File: config.mk
export PLATFORM = sky130hd
export DESIGN_NAME = stream_range_lifetime_allocator_top
export DESIGN_NICKNAME = d
export VERILOG_FILES = /design/src/rtl/core/srla_pkg.sv /design/src/rtl/core/srla_ram.sv /design/src/rtl/core/srla_fit.sv /design/src/rtl/core/stream_range_lifetime_allocator_top.sv
export VERILOG_INCLUDE_DIRS = /design/src /design/src/rtl/core
export SDC_FILE = /design/constraint.sdc
export NUM_CORES = 2
export LEC_CHECK = 0
export CAP_MARGIN = 20
export CORE_MARGIN = 3
export CORE_UTILIZATION = 60
export CTS_CLUSTER_SIZE = 16
export DETAILED_ROUTE_END_ITERATION = 8
export DONT_BUFFER_PORTS = 1
export PLACE_DENSITY_LB_ADDON = 0.25
export SETUP_SLACK_MARGIN = 0.2
export SYNTH_ARGS = -nofsm -noshare
export SYNTH_HDL_FRONTEND = slang
export SYNTH_SLANG_ARGS = --single-unit
export TNS_END_PERCENT = 20
File: constraint.sdc
create_clock -name i_clk -period 16.76 [get_ports i_clk]
set_input_delay 3.352 -clock i_clk [delete_from_list [all_inputs] [get_ports i_clk]]
set_output_delay 3.352 -clock i_clk [all_outputs]
set_load 0.01 [all_outputs]
File: src/rtl/core/assert_macros.svh
// assertion helpers shared by the rtl
`ifndef ASSERT_MACROS_SVH
`define ASSERT_MACROS_SVH

// same-cycle implication, disabled while reset is low
`define ASSERT_IMP(lbl, clk, rst_n, ante, cons) \
    lbl: assert property (@(posedge clk) disable iff (!(rst_n)) (ante) |-> (cons)) \
        else $error("assertion failed");

// next-cycle implication, disabled while reset is low
`define ASSERT_NXT(lbl, clk, rst_n, ante, cons) \
    lbl: assert property (@(posedge clk) disable iff (!(rst_n)) (ante) |=> (cons)) \
        else $error("assertion failed");

`endif

File: src/rtl/core/srla_pkg.sv
package srla_pkg;

    localparam int MAX_BINDINGS = 64;
    localparam int MAX_STREAMS  = 64;
    localparam int TIME_BITS    = 16;
    localparam int IDX_W        = (MAX_BINDINGS > 1) ? $clog2(MAX_BINDINGS) : 1;
    localparam int CNT_W        = $clog2(MAX_BINDINGS + 1);
    localparam int FIT_LANES    = 8;

    typedef enum logic [1:0] {
        ST_GRANTED = 2'd0,
        ST_INVALID = 2'd1,
        ST_NOFIT   = 2'd2,
        ST_FULL    = 2'd3
    } t_status;

    typedef enum logic {
        OP_ALLOC   = 1'b0,
        OP_RESERVE = 1'b1
    } t_op;

    typedef enum logic [1:0] {
        S_IDLE,
        S_SCAN,
        S_FIT,
        S_RESULT
    } t_state;

    typedef struct packed {
        logic [5:0]           base;
        logic [6:0]           count;
        logic [1:0]           dir;
        logic [TIME_BITS-1:0] life_begin;
        logic [TIME_BITS-1:0] life_end;
    } t_binding;

    localparam int ENTRY_W = $bits(t_binding);

    // result of one first-fit step over a group of slots
    typedef struct packed {
        logic       found;
        logic [5:0] base;
        logic [6:0] run;
    } t_fit;

    // slots [base, base + count) as a mask
    function automatic logic [MAX_STREAMS-1:0] slot_range(input logic [5:0] base,
                                                          input logic [6:0] count);
        logic [MAX_STREAMS-1:0] r;
        logic [7:0]             lo;
        logic [7:0]             hi;
        lo = {2'b00, base};
        hi = lo + {1'b0, count};
        for (int i = 0; i < MAX_STREAMS; i++) begin
            r[i] = (8'(i) >= lo) && (8'(i) < hi);
        end
        return r;
    endfunction

endpackage

File: src/rtl/core/srla_ram.sv
module srla_ram #(
    parameter int WIDTH = 8,
    parameter int DEPTH = 16
) (
    input  logic                                      i_clk,
    input  logic                                      i_we,
    input  logic [((DEPTH > 1) ? $clog2(DEPTH) : 1)-1:0] i_waddr,
    input  logic [WIDTH-1:0]                          i_wdata,
    input  logic [((DEPTH > 1) ? $clog2(DEPTH) : 1)-1:0] i_raddr,
    output logic [WIDTH-1:0]                          o_rdata
);

    logic [WIDTH-1:0] mem [DEPTH];

    always_ff @(posedge i_clk) begin
        if (i_we) begin
            mem[i_waddr] <= i_wdata;
        end
        o_rdata <= mem[i_raddr];
    end

endmodule

File: src/rtl/core/srla_fit.sv
module srla_fit
    import srla_pkg::*;
(
    input  logic [MAX_STREAMS-1:0] i_mask,
    input  logic [6:0]             i_pos,
    input  logic [6:0]             i_run,
    input  logic [6:0]             i_count,
    input  logic [6:0]             i_lim,
    output t_fit                   o_fit
);

    // scan FIT_LANES slots from i_pos, tracking the run of free slots
    always_comb begin
        logic [6:0] s;
        logic [6:0] run;
        logic       found;
        logic [5:0] base;
        run   = i_run;
        found = 1'b0;
        base  = '0;
        for (int k = 0; k < FIT_LANES; k++) begin
            s = i_pos + 7'(k);
            if (!found && (s < i_lim)) begin
                if (i_mask[s[5:0]]) begin
                    run = '0;
                end else begin
                    run = run + 7'd1;
                end
                if (run == i_count) begin
                    found = 1'b1;
                    base  = 6'(s - i_count + 7'd1);
                end
            end
        end
        o_fit.found = found;
        o_fit.base  = base;
        o_fit.run   = run;
    end

endmodule

File: src/rtl/core/stream_range_lifetime_allocator_top.sv
// First-fit allocator of stream slot ranges over lifetimes. Each accepted request either
// allocates the lowest free base for slot_count slots (operation 0) or claims
// requested_base (operation 1); a range is free when no stored binding of the same
// direction overlaps it in both slots and lifetime [life_begin, life_end). Grants are
// appended to a 64-entry binding table held in a single-port-read RAM. One request is
// in flight at a time: the table is read one entry per cycle to build a mask of occupied
// slots, then the mask is searched eight slots per cycle for operation 0 or checked against
// the requested range for operation 1, and the result is loaded into the output register.
// Invalid requests and requests against a full table skip the scan and the search. A result
// still held by the consumer delays the loading of the next one until it is taken. The next
// request is taken as soon as the result is registered, even if the consumer stalls it. No
// clearing pass is needed after reset: only entries below the binding count are ever read.
`include "assert_macros.svh"

module stream_range_lifetime_allocator_top
    import srla_pkg::*;
(
    input  logic        i_clk,
    input  logic        i_rst_n,
    // request channel
    input  logic        i_in_valid,
    output logic        o_in_stall,
    input  logic        i_operation,
    input  logic [1:0]  i_direction,
    input  logic [5:0]  i_requested_base,
    input  logic [6:0]  i_slot_count,
    input  logic [15:0] i_life_begin,
    input  logic [15:0] i_life_end,
    input  logic [15:0] i_reg_id,
    input  logic        i_reg_id_valid,
    // result channel
    output logic        o_out_valid,
    input  logic        i_out_stall,
    output logic [1:0]  o_status,
    output logic [5:0]  o_granted_base,
    output logic [6:0]  o_granted_count,
    output logic [15:0] o_granted_reg_id,
    output logic        o_granted_reg_valid,
    // slots per direction register
    input  logic        i_cfg_we,
    input  logic [6:0]  i_cfg_data
);

    // control state
    t_state                r_state, n_state;
    logic [CNT_W-1:0]      r_count, n_count;     // stored bindings
    logic [6:0]            r_spd;                // streams per direction
    logic                  r_out_valid, n_out_valid;

    // request held while it is worked on
    t_op                   r_op, n_op;
    logic [1:0]            r_dir, n_dir;
    logic [5:0]            r_rbase, n_rbase;
    logic [6:0]            r_cnt, n_cnt;
    logic [TIME_BITS-1:0]  r_tbeg, n_tbeg;
    logic [TIME_BITS-1:0]  r_tend, n_tend;
    logic [15:0]           r_rid, n_rid;

    // scan and search state
    logic [CNT_W-1:0]      r_idx, n_idx;         // next table entry to read
    logic                  r_pend, n_pend;       // ram data for last read is valid
    logic [MAX_STREAMS-1:0] r_mask, n_mask;      // occupied slots
    logic [6:0]            r_pos, n_pos;
    logic [6:0]            r_run, n_run;
    logic                  r_found, n_found;
    logic [5:0]            r_base, n_base;
    t_status               r_status, n_status;

    // result register
    t_status               r_o_status, n_o_status;
    logic [5:0]            r_o_base, n_o_base;
    logic [6:0]            r_o_cnt, n_o_cnt;
    logic [15:0]           r_o_rid, n_o_rid;
    logic                  r_o_rvld, n_o_rvld;

    logic [6:0]            lim;
    logic                  in_acc;
    logic                  req_bad;
    logic                  wr_en;
    t_binding              wr_entry;
    t_binding              rd_entry;
    logic [ENTRY_W-1:0]    rd_data;
    t_fit                  fit;

    // register values above the slot count act as the slot count
    assign lim = (r_spd > 7'(MAX_STREAMS)) ? 7'(MAX_STREAMS) : r_spd;

    assign o_in_stall = (r_state != S_IDLE);
    assign in_acc     = i_in_valid && !o_in_stall;

    // zero count, empty lifetime, no register id on an allocation, or slots beyond the limit
    always_comb begin
        req_bad = (i_slot_count == '0) ||
                  (i_life_end[TIME_BITS-1:0] <= i_life_begin[TIME_BITS-1:0]);
        if (t_op'(i_operation) == OP_ALLOC) begin
            req_bad = req_bad || !i_reg_id_valid || (i_slot_count > lim);
        end else begin
            req_bad = req_bad ||
                      (({2'b00, i_requested_base} + {1'b0, i_slot_count}) > {1'b0, lim});
        end
    end

    // binding table
    assign wr_entry = '{base: r_base, count: r_cnt, dir: r_dir,
                        life_begin: r_tbeg, life_end: r_tend};
    assign rd_entry = t_binding'(rd_data);

    srla_ram #(
        .WIDTH (ENTRY_W),
        .DEPTH (MAX_BINDINGS)
    ) u_table (
        .i_clk   (i_clk),
        .i_we    (wr_en),
        .i_waddr (r_count[IDX_W-1:0]),
        .i_wdata (wr_entry),
        .i_raddr (r_idx[IDX_W-1:0]),
        .o_rdata (rd_data)
    );

    // one first-fit step over the occupied mask
    srla_fit u_fit (
        .i_mask  (r_mask),
        .i_pos   (r_pos),
        .i_run   (r_run),
        .i_count (r_cnt),
        .i_lim   (lim),
        .o_fit   (fit)
    );

    always_comb begin
        n_state     = r_state;
        n_count     = r_count;
        n_out_valid = r_out_valid;
        n_op        = r_op;
        n_dir       = r_dir;
        n_rbase     = r_rbase;
        n_cnt       = r_cnt;
        n_tbeg      = r_tbeg;
        n_tend      = r_tend;
        n_rid       = r_rid;
        n_idx       = r_idx;
        n_pend      = 1'b0;
        n_mask      = r_mask;
        n_pos       = r_pos;
        n_run       = r_run;
        n_found     = r_found;
        n_base      = r_base;
        n_status    = r_status;
        n_o_status  = r_o_status;
        n_o_base    = r_o_base;
        n_o_cnt     = r_o_cnt;
        n_o_rid     = r_o_rid;
        n_o_rvld    = r_o_rvld;
        wr_en       = 1'b0;

        // consumer took the result
        if (r_out_valid && !i_out_stall) begin
            n_out_valid = 1'b0;
        end

        unique case (r_state)
            S_IDLE: begin
                if (in_acc) begin
                    n_op    = t_op'(i_operation);
                    n_dir   = i_direction;
                    n_rbase = i_requested_base;
                    n_cnt   = i_slot_count;
                    n_tbeg  = i_life_begin[TIME_BITS-1:0];
                    n_tend  = i_life_end[TIME_BITS-1:0];
                    n_rid   = i_reg_id;
                    n_idx   = '0;
                    n_mask  = '0;
                    n_pos   = '0;
                    n_run   = '0;
                    n_found = 1'b0;
                    n_base  = '0;
                    // validity first, then a full table, then the search
                    if (req_bad) begin
                        n_status = ST_INVALID;
                        n_state  = S_RESULT;
                    end else if (r_count >= CNT_W'(MAX_BINDINGS)) begin
                        n_status = ST_FULL;
                        n_state  = S_RESULT;
                    end else begin
                        n_status = ST_NOFIT;
                        n_state  = S_SCAN;
                    end
                end
            end

            S_SCAN: begin
                // merge the entry read last cycle if it shares direction and lifetime
                if (r_pend && (rd_entry.dir == r_dir) &&
                    (r_tbeg < rd_entry.life_end) && (r_tend > rd_entry.life_begin)) begin
                    n_mask = r_mask | slot_range(rd_entry.base, rd_entry.count);
                end
                if (r_idx < r_count) begin
                    n_idx  = r_idx + CNT_W'(1);
                    n_pend = 1'b1;
                end else begin
                    n_state = S_FIT;
                end
            end

            S_FIT: begin
                if (r_op == OP_RESERVE) begin
                    n_found = ~|(r_mask & slot_range(r_rbase, r_cnt));
                    n_base  = r_rbase;
                    n_state = S_RESULT;
                end else begin
                    n_run = fit.run;
                    n_pos = r_pos + 7'(FIT_LANES);
                    if (fit.found) begin
                        n_found = 1'b1;
                        n_base  = fit.base;
                        n_state = S_RESULT;
                    end else if (({1'b0, r_pos} + 8'(FIT_LANES)) >= {1'b0, lim}) begin
                        n_state = S_RESULT;
                    end
                end
            end

            S_RESULT: begin
                // load the result register once it is free, record the grant
                if (!r_out_valid || !i_out_stall) begin
                    n_out_valid = 1'b1;
                    n_state     = S_IDLE;
                    n_o_status  = r_found ? ST_GRANTED : r_status;
                    n_o_base    = r_found ? r_base : '0;
                    n_o_cnt     = r_found ? r_cnt : '0;
                    n_o_rid     = (r_found && (r_op == OP_ALLOC)) ? r_rid : '0;
                    n_o_rvld    = r_found && (r_op == OP_ALLOC);
                    if (r_found) begin
                        wr_en   = 1'b1;
                        n_count = r_count + CNT_W'(1);
                    end
                end
            end

            default: begin
                n_state = S_IDLE;
            end
        endcase
    end

    always_ff @(posedge i_clk) begin
        if (!i_rst_n) begin
            r_state     <= S_IDLE;
            r_count     <= '0;
            r_spd       <= 7'(MAX_STREAMS);
            r_out_valid <= 1'b0;
            r_pend      <= 1'b0;
        end else begin
            r_state     <= n_state;
            r_count     <= n_count;
            r_out_valid <= n_out_valid;
            r_pend      <= n_pend;
            if (i_cfg_we) begin
                r_spd <= i_cfg_data;
            end
        end
    end

    always_ff @(posedge i_clk) begin
        r_op       <= n_op;
        r_dir      <= n_dir;
        r_rbase    <= n_rbase;
        r_cnt      <= n_cnt;
        r_tbeg     <= n_tbeg;
        r_tend     <= n_tend;
        r_rid      <= n_rid;
        r_idx      <= n_idx;
        r_mask     <= n_mask;
        r_pos      <= n_pos;
        r_run      <= n_run;
        r_found    <= n_found;
        r_base     <= n_base;
        r_status   <= n_status;
        r_o_status <= n_o_status;
        r_o_base   <= n_o_base;
        r_o_cnt    <= n_o_cnt;
        r_o_rid    <= n_o_rid;
        r_o_rvld   <= n_o_rvld;
    end

    assign o_out_valid         = r_out_valid;
    assign o_status            = r_o_status;
    assign o_granted_base      = r_o_base;
    assign o_granted_count     = r_o_cnt;
    assign o_granted_reg_id    = r_o_rid;
    assign o_granted_reg_valid = r_o_rvld;

    // a grant is only written into a table with room left
    `ASSERT_IMP(a_write_room, i_clk, i_rst_n, wr_en, r_count < CNT_W'(MAX_BINDINGS))
    // every table write bumps the binding count by one
    `ASSERT_NXT(a_write_count, i_clk, i_rst_n, wr_en, r_count == $past(r_count) + CNT_W'(1))
    // an accepted request always leaves idle
    `ASSERT_NXT(a_accept_busy, i_clk, i_rst_n, in_acc, r_state != S_IDLE)
    // a granted result never carries an empty range
    `ASSERT_IMP(a_grant_count, i_clk, i_rst_n, o_out_valid && (o_status == ST_GRANTED),
                o_granted_count != 7'd0)

endmodule
Word level (Yosys, flattened, before mapping)
Memory sizes are Yosys's and may differ from the RTL's. A register that Yosys moved wholly into a read port is not among the register bits. Cells that the tools add are included.

Flip-flop bits (word level): 208. Bits in writable memories: 3008. Bits of input ports: 77. Output and inout bits: 34. Word-level logic and storage cells: 647. Memories: 1.

Memory list: u_table.mem (depth 64, bits a word 47, rd ports 1, clocked after memory_dff 1, write ports 1, RTL line srla_ram.sv:13) `logic [WIDTH-1:0] mem [DEPTH];`.

Add/sub/neg operators: 38. Order comparisons: 279. Equal/unequal tests: 20. Multiplexer cells: 111. Bitwise logic cells: 3. Reduce and logical (&&, ||, !) cells: 171.

Operator list (count): 6-bit by 8-bit < comparator with 1-bit output (first input constant) (64); 6-bit >= comparator (first input constant) (62); 5-bit by 8-bit < comparator with 1-bit output (first input constant) (32); 7-bit two-way mux (29); 5-bit by 6-bit >= comparator with 1-bit output (first input constant) (32); 1-bit logical AND (139); 4-bit by 8-bit < comparator with 1-bit output (first input constant) (16); 64-bit two-way mux (2); 64-bit one-hot mux with 2 select lines (1); 6-bit two-way mux (19); 4-bit by 6-bit >= comparator with 1-bit output (first input constant) (16); 7-bit by 1-bit adder with 7-bit output (second input constant) (11); 64-bit bitwise AND (1); 3-bit by 8-bit < comparator with 1-bit output (first input constant) (8); 64-bit bitwise OR (1); 64-bit OR reduction (1); 7-bit < comparator (9); 7-bit == test (8); 6-bit by 7-bit < comparator with 1-bit output (second input constant) (8); 6-bit by 1-bit adder with 6-bit output (second input constant) (8); 1-bit binary-select mux with 6-bit select (8); 3-bit by 6-bit >= comparator with 1-bit output (first input constant) (8); 6-bit subtractor (8); 7-bit one-hot mux with 2 select lines (3); other kinds (37) (128).

Longest topological paths before layout
Depth in word-level cells: 52. Mapped depth: 57. Depth with buffers taken out: 50.

Modules after synthesis
Synthesis repeated with hierarchy kept, for this count alone.

Cells, all modules: 7617. Area, all modules: 139204.8 µm².

Modules (own cells, without submodules): srla_ram (times used 1, cells each 5027, area an instance 115404.4 µm², sequential area each 91267.5 µm²); stream_range_lifetime_allocator_top (times used 1, cells each 1298, area an instance 13000.0 µm², sequential area each 5975.7 µm²); srla_fit (times used 1, cells each 1292, area an instance 10800.4 µm², sequential area each 0.0 µm²).

Worst setup path before layout
Ideal clock, no wire load.

Kind: register to register. Start: reg r_pos[3]. End: reg r_base[0], enable pin. Setup time: 329 ps. Data arrival time: 11340 ps. Required time: 16431 ps. Setup slack: 5091 ps. Cell stages (with the launch flop): 53. Path buffers: 7. Clock period less this slack: 11669 ps. Cells stage by stage: edfxtp_1 buf_6 buf_1 inv_1 ha_1 nand4b_1 a21o_1 nand2_2 or3_1 nand2_1 ha_1 inv_1 a211o_1 and3_1 nor4_1 and4_1 buf_4 buf_2 (+17 left out) o21ai_2 or4_4 o21ai_2 xnor2_1 and4_1 buf_4 nor2_1 nor2_1 a21oi_1 ha_1 and3_1 nand3_1 a22o_1 or4_4 a2111oi_4 o21ai_2 a2111oi_4 o32a_1.

Longest elaborated chain between the ends: 40. Elaborated cells on any way between the ends: 101. Classes of those cells: add/sub (14); order compare (8); eq/ne (9); mux (55); reduce/logical (15).

Ends and longest elaborated chain: from (decl) (RTL line stream_range_lifetime_allocator_top.sv:63) `logic [6:0] r_pos, n_pos;`; from (signal assigned) (RTL line stream_range_lifetime_allocator_top.sv:274) `r_pos <= n_pos;`; parallel branches: the longest is 37 deep, another holds 7-bit by 1-bit adder with 7-bit output; 1-bit two-way mux * (RTL line srla_fit.sv:23) `if (!found && (s < i_lim)) begin`; 3-bit != test (no line) *; 3-bit AND reduction (no line) *; to (signal assigned) (RTL line stream_range_lifetime_allocator_top.sv:277) `r_base <= n_base;`; to (decl) (RTL line stream_range_lifetime_allocator_top.sv:66) `logic [5:0] r_base, n_base;`.

Mark *: on every way between the ends. The select of a mux whose other input is x is not followed. A chain may end at the register's enable or synchronous reset.

Worst setup path after layout
Start: reg r_pos[5]. End: reg r_base[5], enable pin.

Same word-level chain as after synthesis.

==> impl_metrics.ini <==
[grt]
grt_remaining_overflow = 0
first_global_vias = 70800
grt_util_all_layers = 0.345
antenna_violations_before_repair = 9
grt_start_max_net_pins = 140
grt_first_pass_wirelength_um = 548000

[power_and_ir_drop]
psw_w = 0.00929
clockPowerShare = 0.268
seq_power_share = 0.362
combPwrFrac = 0.370
power.static_leakage_nw = 46.7
p_int_w = 0.0182
power_switching_share = 0.337
power_density_nw_per_um2 = 185
vdd.ir_drop.worst_v = 0.000150

[sta]
worstMarginPinSlew_ns = 1.20
setup_violations = 0
timing.clock.skew_ns = 0.0749
fin_hold_viols = 0
maximum_frequency_from_static_timing_analysis_mhz = 66.7
layout_min_cycle_time_ns = 15.00
max_slew_margin = 0.202
report.final.slew_viol_count = 0
setup_repair_after_global_routing_missed_its_margin = false
final.hold.worst_slack_ns = 0.515
fin_crit_sh = 0.895
totalNegativeSetupSlack_ns = 0

[clock_network]
cts_root_buffer = clkbuf_16
clk_path_buf_depth = 4
numClockSinks = 3260
worst_skew_pair.late_latency_ns = 0.95
ctsResizeCount = 0
cts_tree = built
cts_setup_buffers = 0
cts.htree.levels = 5
clkSlewWorstSetupHoldPaths_ns = 0.06
tritoncts.num_buffers = 331
number_of_hold_buffers_added_after_cts = 0

[floorplan]
die_y_um = 477
core_area_um2 = 220000
floorplan.initialDensity = 0.605
area_of_the_die_um2 = 228000
row_count = 172
width_of_the_chip_um = 477
top_level_ports = 111

[drt]
drc = 0
vias = 71800
first_pass_iters = 7
routed_via_density = 7.29
final_antenna_net_count = 0
drt_wl_total_um = 391000
drt_initial_violations = 11500
post_drt_wl_per_cell_um = 39.7

[layout]
drive_above_1_share = 0.264
num-nets-final = 6848
combined_area_of_the_multi_input_logic_cells_um2 = 34700
layout.filler_cells = 13300
layout_common_cells = edfxtp_1 (3195), mux4_2 (1001), clkbuf_16 (339)
areaGrowthSynthToFinish_pct = 11.6
layout.cells.most_common = edfxtp_1
ff_latch_area_um2 = 97200

[worst_setup_path]
arrival_worst_endpoint_ns = 15.55
critPathMaxFanout = 22
timing.setup.critical_path_class = register to register
critical-path-max-stage-delay_ns = 0.92
worst_ep_required_time_ns = 17.31
timing.rr.end = r_base[5]$_SDFFCE_PN0P_
path_common_cell = ha_1
r2r_start = r_pos[5]$_SDFFCE_PN0P_
cp.buffers_inverters = 4
rr_worst_depth = 46
worstSetupStartpointType = register
crit_slowest_cell = edfxtp_1
largest_delay_contributor_family_on_the_critical_path = simple AND/OR/NAND/NOR gates
regToRegSetupSlack_ns = 1.76
setup.worst_path.end_class = register

[worst_hold_path]
holdCritStartpoint = r_rid[13]$_DFFE_PP_
holdPathStages = 1
hp-class = register to register
holdPathEnd = o_granted_reg_id[13]$_SDFFCE_PN0P_

[logic_synthesis]
syn-num-nets = 6633
postSynthRegisterBits = 3260
post_synth_num_cell_types = 114
synth-main-ff-cell = edfxtp_1
synth.avg_cell_area_um2 = 20.7
mappedNetlistArea_um2 = 133000
synth_sequential_area_ratio = 0.730
postSynth.asyncResetShare = 0
post_synthesis_cell_count = 6425
ys_warn_count = 0
synth_enable_flop_cells = 3195

[placement]
routabilityCongestion = 0.940
post-dp-hpwl_um = 202000
i_o_buffers = 0

[status]
run_status = complete, no violations

[job]
cap_viol_max_count = 0
-- flip-flops by register name (all words and copies together), names as in the netlist, 6 cells and up --
name,cells
u_table.mem,3008
r_mask,64
u_table.o_rdata,47
o_granted_reg_id,16
r_rid,16
r_tbeg,16
r_tend,16
o_granted_count,7
r_cnt,7
r_count,7
r_idx,7
r_run,7
r_spd,7
o_granted_base,6
r_base,6
r_rbase,6
-- layer usage --
metal / routed length (um) / global-route usage
met1: 135000 / 0.471
met2: 188000 / 0.540
met3: 46700 / 0.0762
met4: 21300 / 0.160
met5: 0 / 0
-- kinds of logic after synthesis --
group                      count (synthesis)  share of synthesized area
AOI/OAI and AO/OA                        650                     0.0337
DFF                                     3260                      0.730
adders and majority gates                131                     0.0127
xor gates and xnor gates                  91                    0.00599
and+or+nand+nor                          791                     0.0309
muxes                                   1053                      0.173
buffers and inverters                    449                     0.0130
-- worst max-delay path by stage --
stage | start | to | depth (start not counted) | slack, ns
2_1_floorplan | r_pos[3]$_SDFFCE_PN0P_ | r_base[0]$_SDFFCE_PN0P_ | 52 | 5.09
3_3_place_gp | r_pos[5]$_SDFFCE_PN0P_ | r_found$_SDFFCE_PN0P_ | 46 | 2.17
3_5_place_dp | r_pos[5]$_SDFFCE_PN0P_ | r_base[4]$_SDFFCE_PN0P_ | 46 | 2.03
4_1_cts | r_pos[5]$_SDFFCE_PN0P_ | r_base[5]$_SDFFCE_PN0P_ | 46 | 1.97
5_1_grt | r_pos[5]$_SDFFCE_PN0P_ | r_base[5]$_SDFFCE_PN0P_ | 46 | 0.73
6_report | r_pos[5]$_SDFFCE_PN0P_ | r_base[5]$_SDFFCE_PN0P_ | 46 | 1.76
-- cell usage after synthesis (35+ instances only) --
cell / n / area share
clkbuf_1: 239 / 0.0067
mux2i_1: 40 / 0.0030
buf_1: 83 / 0.0023
ha_1: 124 / 0.012
a21oi_1: 150 / 0.0056
nor2_1: 182 / 0.0051
a31oi_1: 35 / 0.0016
dfxtp_1: 65 / 0.0098
o21ai_0: 117 / 0.0044
nand2_1: 159 / 0.0045
nor2b_1: 53 / 0.0025
nand4_1: 38 / 0.0018
and2_1: 60 / 0.0028
xnor2_1: 70 / 0.0046
mux4_2: 1001 / 0.17
nor3_1: 38 / 0.0014
o21a_1: 77 / 0.0043
edfxtp_1: 3195 / 0.72
inv_1: 103 / 0.0029
nand3_1: 96 / 0.0036
-- power by group through the flow --
stage | clock [W] | combinational, W | sequential (W)
after global placement | 0 | 0.00995 | 0.0101
after global routing | 0.00772 | 0.0109 | 0.00996
final | 0.00738 | 0.0102 | 0.00995
after detailed placement | 0 | 0.0100 | 0.0101
after CTS | 0.00743 | 0.0101 | 0.00994
after floorplan | 0 | 0.00716 | 0.0102
-- final cells by class --
type	count	share of cell area
sequential	3260	0.655
multi-input combinational	2716	0.234
clock buffer	414	0.0598
tap	2958	0.0249
timing repair buffer	223	0.0121
clock inverter	163	0.0120
inverter	108	0.00273
antenna	13	0.000219
-- stage by stage --
stage / worst slack (ns) / power (W) / std cells / instance area [um2] / util
2_1_floorplan: 5.09 / 0.0173 / 6425 / 133000 / -
3_3_place_gp: 2.17 / 0.0201 / 9258 / 138000 / 0.626
3_5_place_dp: 2.03 / 0.0201 / 9262 / 138000 / 0.626
4_1_cts: 1.97 / 0.0275 / 9839 / 148000 / 0.674
5_1_grt: 0.728 / 0.0286 / 9847 / 149000 / 0.675
6_report: 1.76 / 0.0275 / 9855 / 149000 / 0.675
Power figures use the tool's default switching activity.
